<file path="config.mk">
export PLATFORM = sky130hd
export DESIGN_NAME = polyline_turn_point_filter_unit
export DESIGN_NICKNAME = d
export VERILOG_FILES = /design/src/ptpf_pkg.sv /design/src/ptpf_mul.sv /design/src/polyline_turn_point_filter_unit.sv
export VERILOG_INCLUDE_DIRS = /design/src /design/src/src
export SDC_FILE = /design/constraint.sdc
export NUM_CORES = 2
export LEC_CHECK = 0
export ABC_CLOCK_PERIOD_IN_PS = 10000
export BUFFER_PORTS_ARGS = -buffer_cell sky130_fd_sc_hd__buf_2
export CORE_ASPECT_RATIO = 1.25
export CORE_UTILIZATION = 35
export CTS_CLUSTER_DIAMETER = 40
export DETAILED_ROUTE_END_ITERATION = 10
export PLACE_DENSITY = 0.59
export SETUP_SLACK_MARGIN = 0.5
export SYNTH_ARGS = -nofsm -noshare
export SYNTH_HDL_FRONTEND = slang
export SYNTH_SLANG_ARGS = --single-unit
export TNS_END_PERCENT = 10
</file>
<file path="constraint.sdc">
create_clock -name clk -period 10 [get_ports clk]
set_clock_uncertainty 0.05 [all_clocks]
set_input_delay 2 -clock clk [delete_from_list [all_inputs] [get_ports clk]]
set_output_delay 2 -clock clk [all_outputs]
set_load 0.01 [all_outputs]
</file>
<file path="src/polyline_turn_point_filter_unit_defines.svh">
// ---------------------------------------------------------------------------
// polyline turn point filter: assertion macros
// Concurrent check wrappers on clk with arst_n as disable; empty in synthesis.
// ---------------------------------------------------------------------------
`ifndef POLYLINE_TURN_POINT_FILTER_UNIT_DEFINES_SVH
`define POLYLINE_TURN_POINT_FILTER_UNIT_DEFINES_SVH

`ifndef SYNTHESIS
// property must hold at every clock edge out of reset
`define PTPF_ASSERT(lbl, prop) \
	lbl: assert property (@(posedge clk) disable iff (!arst_n) (prop)) \
		else $error("ptpf check failed");
// expression must never be true
`define PTPF_NEVER(lbl, expr) \
	lbl: assert property (@(posedge clk) disable iff (!arst_n) !(expr)) \
		else $error("ptpf forbidden condition");
`else
`define PTPF_ASSERT(lbl, prop)
`define PTPF_NEVER(lbl, expr)
`endif

`endif

</file>
<file path="src/ptpf_pkg.sv">
// ---------------------------------------------------------------------------
// ptpf_pkg
// Shared widths, codes and beat types of the polyline turn point filter.
// ---------------------------------------------------------------------------
package ptpf_pkg;

	// coordinate and threshold widths
	localparam int CW    = 24;
	localparam int THR_W = 23;
	// multiplier operand width: covers line offsets and threshold squared
	localparam int OP_W  = (2 * CW + 4 > 2 * THR_W + 2) ? 2 * CW + 4 : 2 * THR_W + 2;
	localparam int PW    = 2 * OP_W;

	// input actions
	localparam logic [1:0] ACT_PUSH  = 2'd0;
	localparam logic [1:0] ACT_END   = 2'd1;
	localparam logic [1:0] ACT_CLEAR = 2'd2;

	// register indexes
	localparam logic REG_THR  = 1'b0;
	localparam logic REG_MODE = 1'b1;

	typedef struct packed {
		logic [1:0]           action;
		logic signed [CW-1:0] pos_x;
		logic signed [CW-1:0] pos_y;
	} in_beat_t;

	typedef struct packed {
		logic signed [CW-1:0] out_x;
		logic signed [CW-1:0] out_y;
		logic                 last;
	} out_beat_t;

	// multiplier handshake toward the sequencer
	typedef struct packed {
		logic done;
	} mul_stat_t;

endpackage

</file>
<file path="src/ptpf_mul.sv">
// ---------------------------------------------------------------------------
// ptpf_mul
// Bit-serial signed shift-add multiplier, one multiplier bit per cycle,
// stops as soon as the remaining multiplier bits are zero.
// ---------------------------------------------------------------------------
module ptpf_mul #(
	parameter int OP_W = ptpf_pkg::OP_W
) (
	input  logic                     clk,
	input  logic                     arst_n,
	input  logic                     start,
	input  logic signed [OP_W-1:0]   op_a,
	input  logic signed [OP_W-1:0]   op_b,
	output ptpf_pkg::mul_stat_t      stat,
	output logic signed [2*OP_W-1:0] prod
);
	import ptpf_pkg::*;

	localparam int P_W = 2 * OP_W;

	logic [P_W-1:0]  mc_q;
	logic [P_W-1:0]  acc_q;
	logic [OP_W-1:0] mp_q;
	logic            neg_q;
	logic            run_q;
	logic            done_q;
	logic signed [P_W-1:0] prod_q;
	logic [OP_W-1:0] mag_a;
	logic [OP_W-1:0] mag_b;

	// operand magnitudes
	assign mag_a = op_a[OP_W-1] ? OP_W'(-op_a) : OP_W'(op_a);
	assign mag_b = op_b[OP_W-1] ? OP_W'(-op_b) : OP_W'(op_b);

	// control
	always_ff @(posedge clk or negedge arst_n) begin
		if (!arst_n) begin
			run_q  <= 1'b0;
			done_q <= 1'b0;
		end else begin
			done_q <= 1'b0;
			if (start) begin
				run_q <= 1'b1;
			end else if (run_q && mp_q == '0) begin
				run_q  <= 1'b0;
				done_q <= 1'b1;
			end
		end
	end

	// shift-add datapath
	always_ff @(posedge clk) begin
		if (start) begin
			mc_q  <= P_W'(mag_a);
			mp_q  <= mag_b;
			acc_q <= '0;
			neg_q <= op_a[OP_W-1] ^ op_b[OP_W-1];
		end else if (run_q) begin
			if (mp_q == '0) begin
				prod_q <= neg_q ? -$signed(acc_q) : $signed(acc_q);
			end else begin
				if (mp_q[0]) begin
					acc_q <= acc_q + mc_q;
				end
				mc_q <= mc_q << 1;
				mp_q <= mp_q >> 1;
			end
		end
	end

	assign stat.done = done_q;
	assign prod      = prod_q;

endmodule

</file>
<file path="src/polyline_turn_point_filter_unit.sv">
// ---------------------------------------------------------------------------
// polyline_turn_point_filter_unit
// Track point filter that keeps only the corner points of a polyline.
// ---------------------------------------------------------------------------
// Takes one beat at a time. End, clear, a first point and a point equal to
// the previous one are handled in the cycle they are accepted. A second
// point runs two products, a later point eleven, plus two more when it
// makes a corner, all on one bit-serial shift-add multiplier that steps
// through the significant bits of each product's second operand. Results
// go into a four-entry output queue; a new beat is taken while up to two
// results still wait there.
// ---------------------------------------------------------------------------
`include "polyline_turn_point_filter_unit_defines.svh"

module polyline_turn_point_filter_unit #(
	parameter int OP_W = ptpf_pkg::OP_W
) (
	input  logic                        clk,
	input  logic                        arst_n,
	input  logic                        wr_en,
	input  logic                        wr_index,
	input  logic [ptpf_pkg::THR_W-1:0]  wr_data,
	input  logic                        in_valid,
	output logic                        in_ready,
	input  ptpf_pkg::in_beat_t          in_beat,
	output logic                        out_valid,
	input  logic                        out_ready,
	output ptpf_pkg::out_beat_t         out_beat
);
	import ptpf_pkg::*;

	localparam int P_W = 2 * OP_W;

	localparam logic [1:0] ST_IDLE  = 2'd0;
	localparam logic [1:0] ST_ISSUE = 2'd1;
	localparam logic [1:0] ST_WAIT  = 2'd2;

	localparam logic [3:0] OP_AX  = 4'd0;
	localparam logic [3:0] OP_BY  = 4'd1;
	localparam logic [3:0] OP_VV  = 4'd2;
	localparam logic [3:0] OP_TT  = 4'd3;
	localparam logic [3:0] OP_AA  = 4'd4;
	localparam logic [3:0] OP_BB  = 4'd5;
	localparam logic [3:0] OP_RHS = 4'd6;
	localparam logic [3:0] OP_RT0 = 4'd7;
	localparam logic [3:0] OP_RT1 = 4'd8;
	localparam logic [3:0] OP_RP0 = 4'd9;
	localparam logic [3:0] OP_RP1 = 4'd10;
	localparam logic [3:0] OP_L0  = 4'd11;
	localparam logic [3:0] OP_L1  = 4'd12;

	logic [1:0]  state_q;
	logic [3:0]  op_q;
	logic [THR_W-1:0] thr_q;
	logic        mode_q;
	logic [1:0]  cnt_q;
	logic signed [CW-1:0] px_q, py_q, tx_q, ty_q, ix_q, iy_q;
	logic signed [CW:0]   a_q, b_q;
	logic signed [OP_W-1:0] c_q, v_q, tt_q, nrm_q;
	logic signed [P_W-1:0]  t0_q, vv_q;
	logic        off_q, tneg_q, tzero_q;

	logic        mul_start;
	mul_stat_t   mul_stat;
	logic signed [OP_W-1:0] opa, opb;
	logic signed [P_W-1:0]  mul_p, sum_w;
	logic signed [OP_W-1:0] spx, spy, stx, sty, six, siy, na, nb;
	logic        in_fire, mul_done, rev, corner;

	out_beat_t   fifo_q [4];
	logic [1:0]  wp_q, rp_q;
	logic [2:0]  fcnt_q;
	logic [1:0]  push_n;
	out_beat_t   push_d0, push_d1;
	logic        pop;

	assign in_ready  = (state_q == ST_IDLE) && (fcnt_q <= 3'd2);
	assign in_fire   = in_valid && in_ready;
	assign mul_done  = mul_stat.done;
	assign mul_start = (state_q == ST_ISSUE);

	// sign-extended coordinates and new line coefficients
	assign spx = OP_W'(px_q);
	assign spy = OP_W'(py_q);
	assign stx = OP_W'(tx_q);
	assign sty = OP_W'(ty_q);
	assign six = OP_W'(ix_q);
	assign siy = OP_W'(iy_q);
	assign na  = siy - spy;
	assign nb  = spx - six;
	assign sum_w = t0_q + mul_p;

	// operand select per micro-op
	always_comb begin
		opa = '0;
		opb = '0;
		unique case (op_q)
			OP_AX: begin opa = OP_W'(a_q); opb = six; end
			OP_BY: begin opa = OP_W'(b_q); opb = siy; end
			OP_VV: begin opa = v_q; opb = v_q; end
			OP_TT: begin opa = OP_W'({1'b0, thr_q}); opb = OP_W'({1'b0, thr_q}); end
			OP_AA: begin opa = OP_W'(a_q); opb = OP_W'(a_q); end
			OP_BB: begin opa = OP_W'(b_q); opb = OP_W'(b_q); end
			OP_RHS: begin opa = tt_q; opb = nrm_q; end
			OP_RT0: begin opa = spx - stx; opb = stx - spx; end
			OP_RT1: begin opa = spy - sty; opb = sty - spy; end
			OP_RP0: begin opa = spx - stx; opb = six - spx; end
			OP_RP1: begin opa = spy - sty; opb = siy - spy; end
			OP_L0: begin opa = na; opb = spx; end
			OP_L1: begin opa = nb; opb = spy; end
			default: begin opa = '0; opb = '0; end
		endcase
	end

	ptpf_mul #(.OP_W(OP_W)) u_mul (
		.clk    (clk),
		.arst_n (arst_n),
		.start  (mul_start),
		.op_a   (opa),
		.op_b   (opb),
		.stat   (mul_stat),
		.prod   (mul_p)
	);

	// reversal and corner decision at the last perpendicular product
	assign rev    = (tneg_q == sum_w[P_W-1]) && !tzero_q && (sum_w != '0);
	assign corner = (state_q == ST_WAIT) && mul_done && (op_q == OP_RP1) && (off_q || rev);

	// result beats produced this cycle
	always_comb begin
		push_n  = 2'd0;
		push_d0 = '{out_x: px_q, out_y: py_q, last: 1'b1};
		push_d1 = '{out_x: px_q, out_y: py_q, last: 1'b1};
		if (in_fire && in_beat.action == ACT_END && cnt_q != 2'd0) begin
			push_n = 2'd1;
		end else if (in_fire && in_beat.action == ACT_PUSH && cnt_q == 2'd0) begin
			push_n  = 2'd1;
			push_d0 = '{out_x: in_beat.pos_x, out_y: in_beat.pos_y, last: 1'b1};
		end else if (corner) begin
			if (mode_q) begin
				push_n  = 2'd2;
				push_d0 = '{out_x: tx_q, out_y: ty_q, last: 1'b0};
			end else begin
				push_n = 2'd1;
			end
		end
	end

	// configuration registers
	always_ff @(posedge clk or negedge arst_n) begin
		if (!arst_n) begin
			thr_q  <= THR_W'(2);
			mode_q <= 1'b0;
		end else if (wr_en) begin
			unique case (wr_index)
				REG_THR:  thr_q  <= wr_data;
				REG_MODE: mode_q <= wr_data[0];
				default:  thr_q  <= thr_q;
			endcase
		end
	end

	// sequencer control
	always_ff @(posedge clk or negedge arst_n) begin
		if (!arst_n) begin
			state_q <= ST_IDLE;
			cnt_q   <= 2'd0;
			op_q    <= OP_AX;
		end else begin
			unique case (state_q)
				ST_IDLE: begin
					if (in_fire) begin
						priority if (in_beat.action == ACT_END || in_beat.action == ACT_CLEAR) begin
							cnt_q <= 2'd0;
						end else if (in_beat.action == ACT_PUSH) begin
							if (cnt_q == 2'd0) begin
								cnt_q <= 2'd1;
							end else if (in_beat.pos_x != px_q || in_beat.pos_y != py_q) begin
								op_q    <= (cnt_q == 2'd1) ? OP_L0 : OP_AX;
								state_q <= ST_ISSUE;
							end
						end else begin
							cnt_q <= cnt_q;
						end
					end
				end
				ST_ISSUE: state_q <= ST_WAIT;
				ST_WAIT: begin
					if (mul_done) begin
						state_q <= ST_ISSUE;
						unique case (op_q)
							OP_RP1: begin
								if (off_q || rev) begin
									op_q <= OP_L0;
								end else begin
									state_q <= ST_IDLE;
								end
							end
							OP_L1: begin
								cnt_q   <= 2'd2;
								state_q <= ST_IDLE;
							end
							default: op_q <= op_q + 4'd1;
						endcase
					end
				end
				default: state_q <= ST_IDLE;
			endcase
		end
	end

	// point history, line and intermediate products
	always_ff @(posedge clk) begin
		if (in_fire && in_beat.action == ACT_PUSH) begin
			if (cnt_q == 2'd0) begin
				tx_q <= px_q;
				ty_q <= py_q;
				px_q <= in_beat.pos_x;
				py_q <= in_beat.pos_y;
			end
			ix_q <= in_beat.pos_x;
			iy_q <= in_beat.pos_y;
		end
		if (state_q == ST_WAIT && mul_done) begin
			unique case (op_q)
				OP_AX:  t0_q  <= mul_p;
				OP_BY:  v_q   <= OP_W'(sum_w + P_W'(c_q));
				OP_VV:  vv_q  <= mul_p;
				OP_TT:  tt_q  <= OP_W'(mul_p);
				OP_AA:  nrm_q <= OP_W'(mul_p);
				OP_BB:  nrm_q <= OP_W'(mul_p + P_W'(nrm_q));
				OP_RHS: off_q <= vv_q > mul_p;
				OP_RT0: t0_q  <= mul_p;
				OP_RT1: begin
					tneg_q  <= sum_w[P_W-1];
					tzero_q <= (sum_w == '0);
				end
				OP_RP0: t0_q  <= mul_p;
				OP_RP1: begin
					if (!(off_q || rev)) begin
						tx_q <= px_q;
						ty_q <= py_q;
						px_q <= ix_q;
						py_q <= iy_q;
					end
				end
				OP_L0:  t0_q  <= mul_p;
				OP_L1: begin
					a_q  <= (CW+1)'(na);
					b_q  <= (CW+1)'(nb);
					c_q  <= OP_W'(-sum_w);
					tx_q <= px_q;
					ty_q <= py_q;
					px_q <= ix_q;
					py_q <= iy_q;
				end
				default: t0_q <= t0_q;
			endcase
		end
	end

	// output queue
	assign pop       = out_valid && out_ready;
	assign out_valid = (fcnt_q != 3'd0);
	assign out_beat  = fifo_q[rp_q];

	always_ff @(posedge clk or negedge arst_n) begin
		if (!arst_n) begin
			wp_q   <= 2'd0;
			rp_q   <= 2'd0;
			fcnt_q <= 3'd0;
		end else begin
			wp_q   <= wp_q + push_n;
			rp_q   <= rp_q + {1'b0, pop};
			fcnt_q <= fcnt_q + {1'b0, push_n} - {2'b00, pop};
		end
	end

	always_ff @(posedge clk) begin
		if (push_n != 2'd0) begin
			fifo_q[wp_q] <= push_d0;
		end
		if (push_n == 2'd2) begin
			fifo_q[wp_q + 2'd1] <= push_d1;
		end
	end

	// checks
	`PTPF_NEVER(a_fifo_overflow, fcnt_q > 3'd4)
	`PTPF_ASSERT(a_mul_done_in_wait, mul_done |-> state_q == ST_WAIT)
	`PTPF_ASSERT(a_full_blocks_input, fcnt_q > 3'd2 |-> !in_ready)
	`PTPF_ASSERT(a_push_starts_seq, (in_fire && in_beat.action == ACT_PUSH && cnt_q == 2'd2 && (in_beat.pos_x != px_q || in_beat.pos_y != py_q)) |=> (state_q == ST_ISSUE && op_q == OP_AX))

endmodule

</file>
==> impl_metrics.toml <==
[route]
wirelength_mm = 324
vias_per_cell = 5.91
ant_nets = 0
drc = 53
drtIter0Drc = 5961
wl_per_cell_microns = 26.9
dr.pass1.iters = 11
vias = 71156

[worst_setup_path]
critPathBufInv = 1
path_cells = "ha_1 -> a21oi_1 -> o21ai_0 -> nor4b_1 -> o41ai_1 -> a21oi_1 -> nor3_1 -> o211ai_1 -> a21boi_0 -> xnor2_1 -> or4_1 -> or4_1 -> or3_1 -> o2111ai_1 -> nand3_1 -> o21ai_0 -> nor2_4 -> buf_4"
cp_slowest_cell = "nor3_1"
arrival_ns = 9.03
cp-start-kind = "flop"
endpoint_kind = "flop"
cp_max_fo = 28
required_ns = 10.49
critical_path_class = "flop to flop"
cpPeakStageDelay_ns = 0.95
crit_family = "compound AO/OA/AOI/OAI gates"

[power]
p_switching_uw = 12400
seqPwrFrac_pct = 27.4
p_int_uw = 15000
p_per_area_nw_per_um2 = 292
power_leakage_uw = 0.0362
switching_share_pct = 45.3
ir_worst_vdd_mv = 0.158
pwr-share-clk_pct = 26.0
p_comb_share_pct = 46.6

[logic_synthesis]
yosys.area.top_type_share_pct = 33.3
synth_cells = 8747
synth_most_common_cell = "edfxtp_1"
async_flop_share_pct = 3.37
syn-mean-instance-area_sq_um = 9.47
synth_ff_type = "edfxtp_1"
synthTopCellsByArea = "edfxtp_1, ha_1, dfxtp_1"
synth_edf_count = 918
synth_largest_area_cell = "edfxtp_1"
ys_seq_elements = 1215
synth_nets = 9432
synth_seq_area_share_pct = 40.7
synth_common_cells = "edfxtp_1, nand2_1, a21oi_1"
netlist_area_sq_um = 82900
yosys_warnings = 0
yosysUniqueCellTypes = 99

[cells_and_area]
final_area_sq_um = 93900
final_core_util_pct = 39.9
drive_above_1_share_pct = 9.53
area_growth_pct = 13.3
fin_nets = 9441

[sta]
worst_slew_pin_slew_ns = 1.48
slew_headroom_pct = -0.202
finalHoldViolCount = 0
fin_crit_ns = 8.54
max_freq_ghz = 0.117
setup_tns_ns = 0
rsz0062_at_grt = "false"
fin_ws_ns = 1.46
fin_crit_sh_pct = 85.4
slew_violations = 1
setup_viol = 0

[clocking]
cts.sinks = 1215
cts_root_buffer = "clkbuf_16"
post_cts_buffers = 0
cts.htree.levels = 4
cts_resized = 0
worstSkewPairLatency_ns = 0.89
clock_path_buffers = 4
cts_buffers = 206
cts_tree = "built"
path_clk_slew_ns = 0.06
hold_buffers = 0

[die]
start_util_pct = 35.2
num_rows = 199
die_h_microns = 546
die_width_microns = 437
io_pins = 130
die_area_sq_um = 239000
core-area_sq_um = 235000

[grt]
antenna_found_initial = 3
grt-ovfl-total = 0
grt_use_total_pct = 26.2
grt_pass1_vias = 70165
grt_max_degree = 89
grt_pass1_wl_mm = 470

[job]
drv_cap = 1

[place]
pre_cts_ws_ns = 1.70
hpwlAfterDp_mm = 252
io_buffers = 129
place_area_sq_um = 86900
gp_congestion = 1.02

[hold_path]
hold_class = "flop to flop"

[run_status]
status = "complete, but fails checks"
violations = "design-rule violations, max-capacitance violations, max-slew violations"
power by group through the flow:
| stage | combinational (uW) | clock, uW | sequential, uW |
|---|---|---|---|
| floorplan | 8480 | 0 | 6870 |
| global placement | 12400 | 0 | 7540 |
| detailed placement | 12400 | 0 | 7560 |
| CTS | 12500 | 7220 | 7460 |
| global route | 13600 | 7420 | 7550 |
| finish | 12800 | 7120 | 7510 |
worst min-delay path, stage by stage (launching register included):
cell,delay [ns]
dfxtp_1,0.32
inv_1,0.05
o22ai_1,0.07
flip-flops by register name, summed over array words and instances, names as in the netlist, 4 cells and up:
| name | count |
|---|---|
| u_mul.acc_q | 104 |
| b_q | 25 |
| op_q | 4 |
| a_q | 25 |
| iy_q | 24 |
| fifo_q | 196 |
| t0_q | 104 |
| tt_q | 52 |
| ix_q | 24 |
| tx_q | 24 |
| ty_q | 24 |
| vv_q | 104 |
| c_q | 52 |
| px_q | 24 |
| u_mul.mc_q | 104 |
| py_q | 24 |
| u_mul.prod | 104 |
| v_q | 52 |
| thr_q | 23 |
| nrm_q | 52 |
| u_mul.mp_q | 52 |
final cells by class:
type | instances | area [sq um]
multi-input combinational | 6661 | 46100
clock buffer | 237 | 5480
inverter | 397 | 1490
timing repair buffer | 275 | 1750
clock inverter | 142 | 1440
antenna | 7 | 17.5
sequential | 1215 | 33700
tap | 3115 | 3900
fill | 23147 | 141000
routing by layer:
layer	vias up	wire (microns)	GRT usage, %
met2	2709	160000	46.0
met3	846	17500	3.37
li1	32637	-	-
met4	0	27800	19.3
met5	-	0	0
met1	34964	119000	28.9
logic make-up after synthesis:
kind of cell	Yosys count	synth area share, %
AOI/OAI and AO/OA	2726	21.5
xor gates and xnor gates	668	7.06
adders and majority gates	606	9.26
buffers and inverters	871	3.98
DFF	1215	40.7
muxes	236	3.69
and+or+nand+nor	2425	13.8
worst paths after layout:
check,slack (ns),cells after the start,endpoint,start
worst max-delay path,1.46,18,fifo_q[3][2],u_mul.prod[33]
worst min-delay path,0.45,2,fifo_q[0][0],fifo_q[0][0]
worst max register to register,1.46,18,fifo_q[3][2],u_mul.prod[33]
worst min register to register,0.45,2,fifo_q[0][0],fifo_q[0][0]
max in group asynchronous,7.95,2,op_q[3],arst_n
min in group asynchronous,1.29,2,thr_q[16],arst_n
cell usage in the layout (no fill, tap or decap), types with 39 or more instances in the layout:
cell	instances
and2_1	43
o21ai_0	635
o31ai_1	83
a31oi_1	84
mux4_2	50
o2bb2ai_1	178
dfxtp_1	256
a21oi_1	704
o21a_1	63
nor4_1	59
ha_1	591
inv_6	46
and3_1	65
xor2_1	250
nor3_1	133
edfxtp_1	918
o21bai_1	68
a21boi_0	43
a21o_1	231
or3_1	55
nand4_1	125
buf_2	129
inv_1	394
a22oi_1	112
nand2b_1	87
nand3_1	156
a221oi_1	54
mux2_2	52
nand2_1	873
xnor2_1	418
a22o_1	39
buf_4	145
nor2b_1	91
mux2i_1	131
nor2_1	558
a211oi_1	71
clkbuf_16	209
metrics by stage:
step           cells  hold slack, ns  power, uW
2_1_floorplan   8747           0.401      15400
3_3_place_gp   11663           0.421      19900
3_5_place_dp   11663           0.436      20000
4_1_cts        12042           0.449      27200
5_1_grt        12043           0.470      28600
6_report       12049           0.451      27400
No activity file was read; power rests on OpenSTA's default activity.
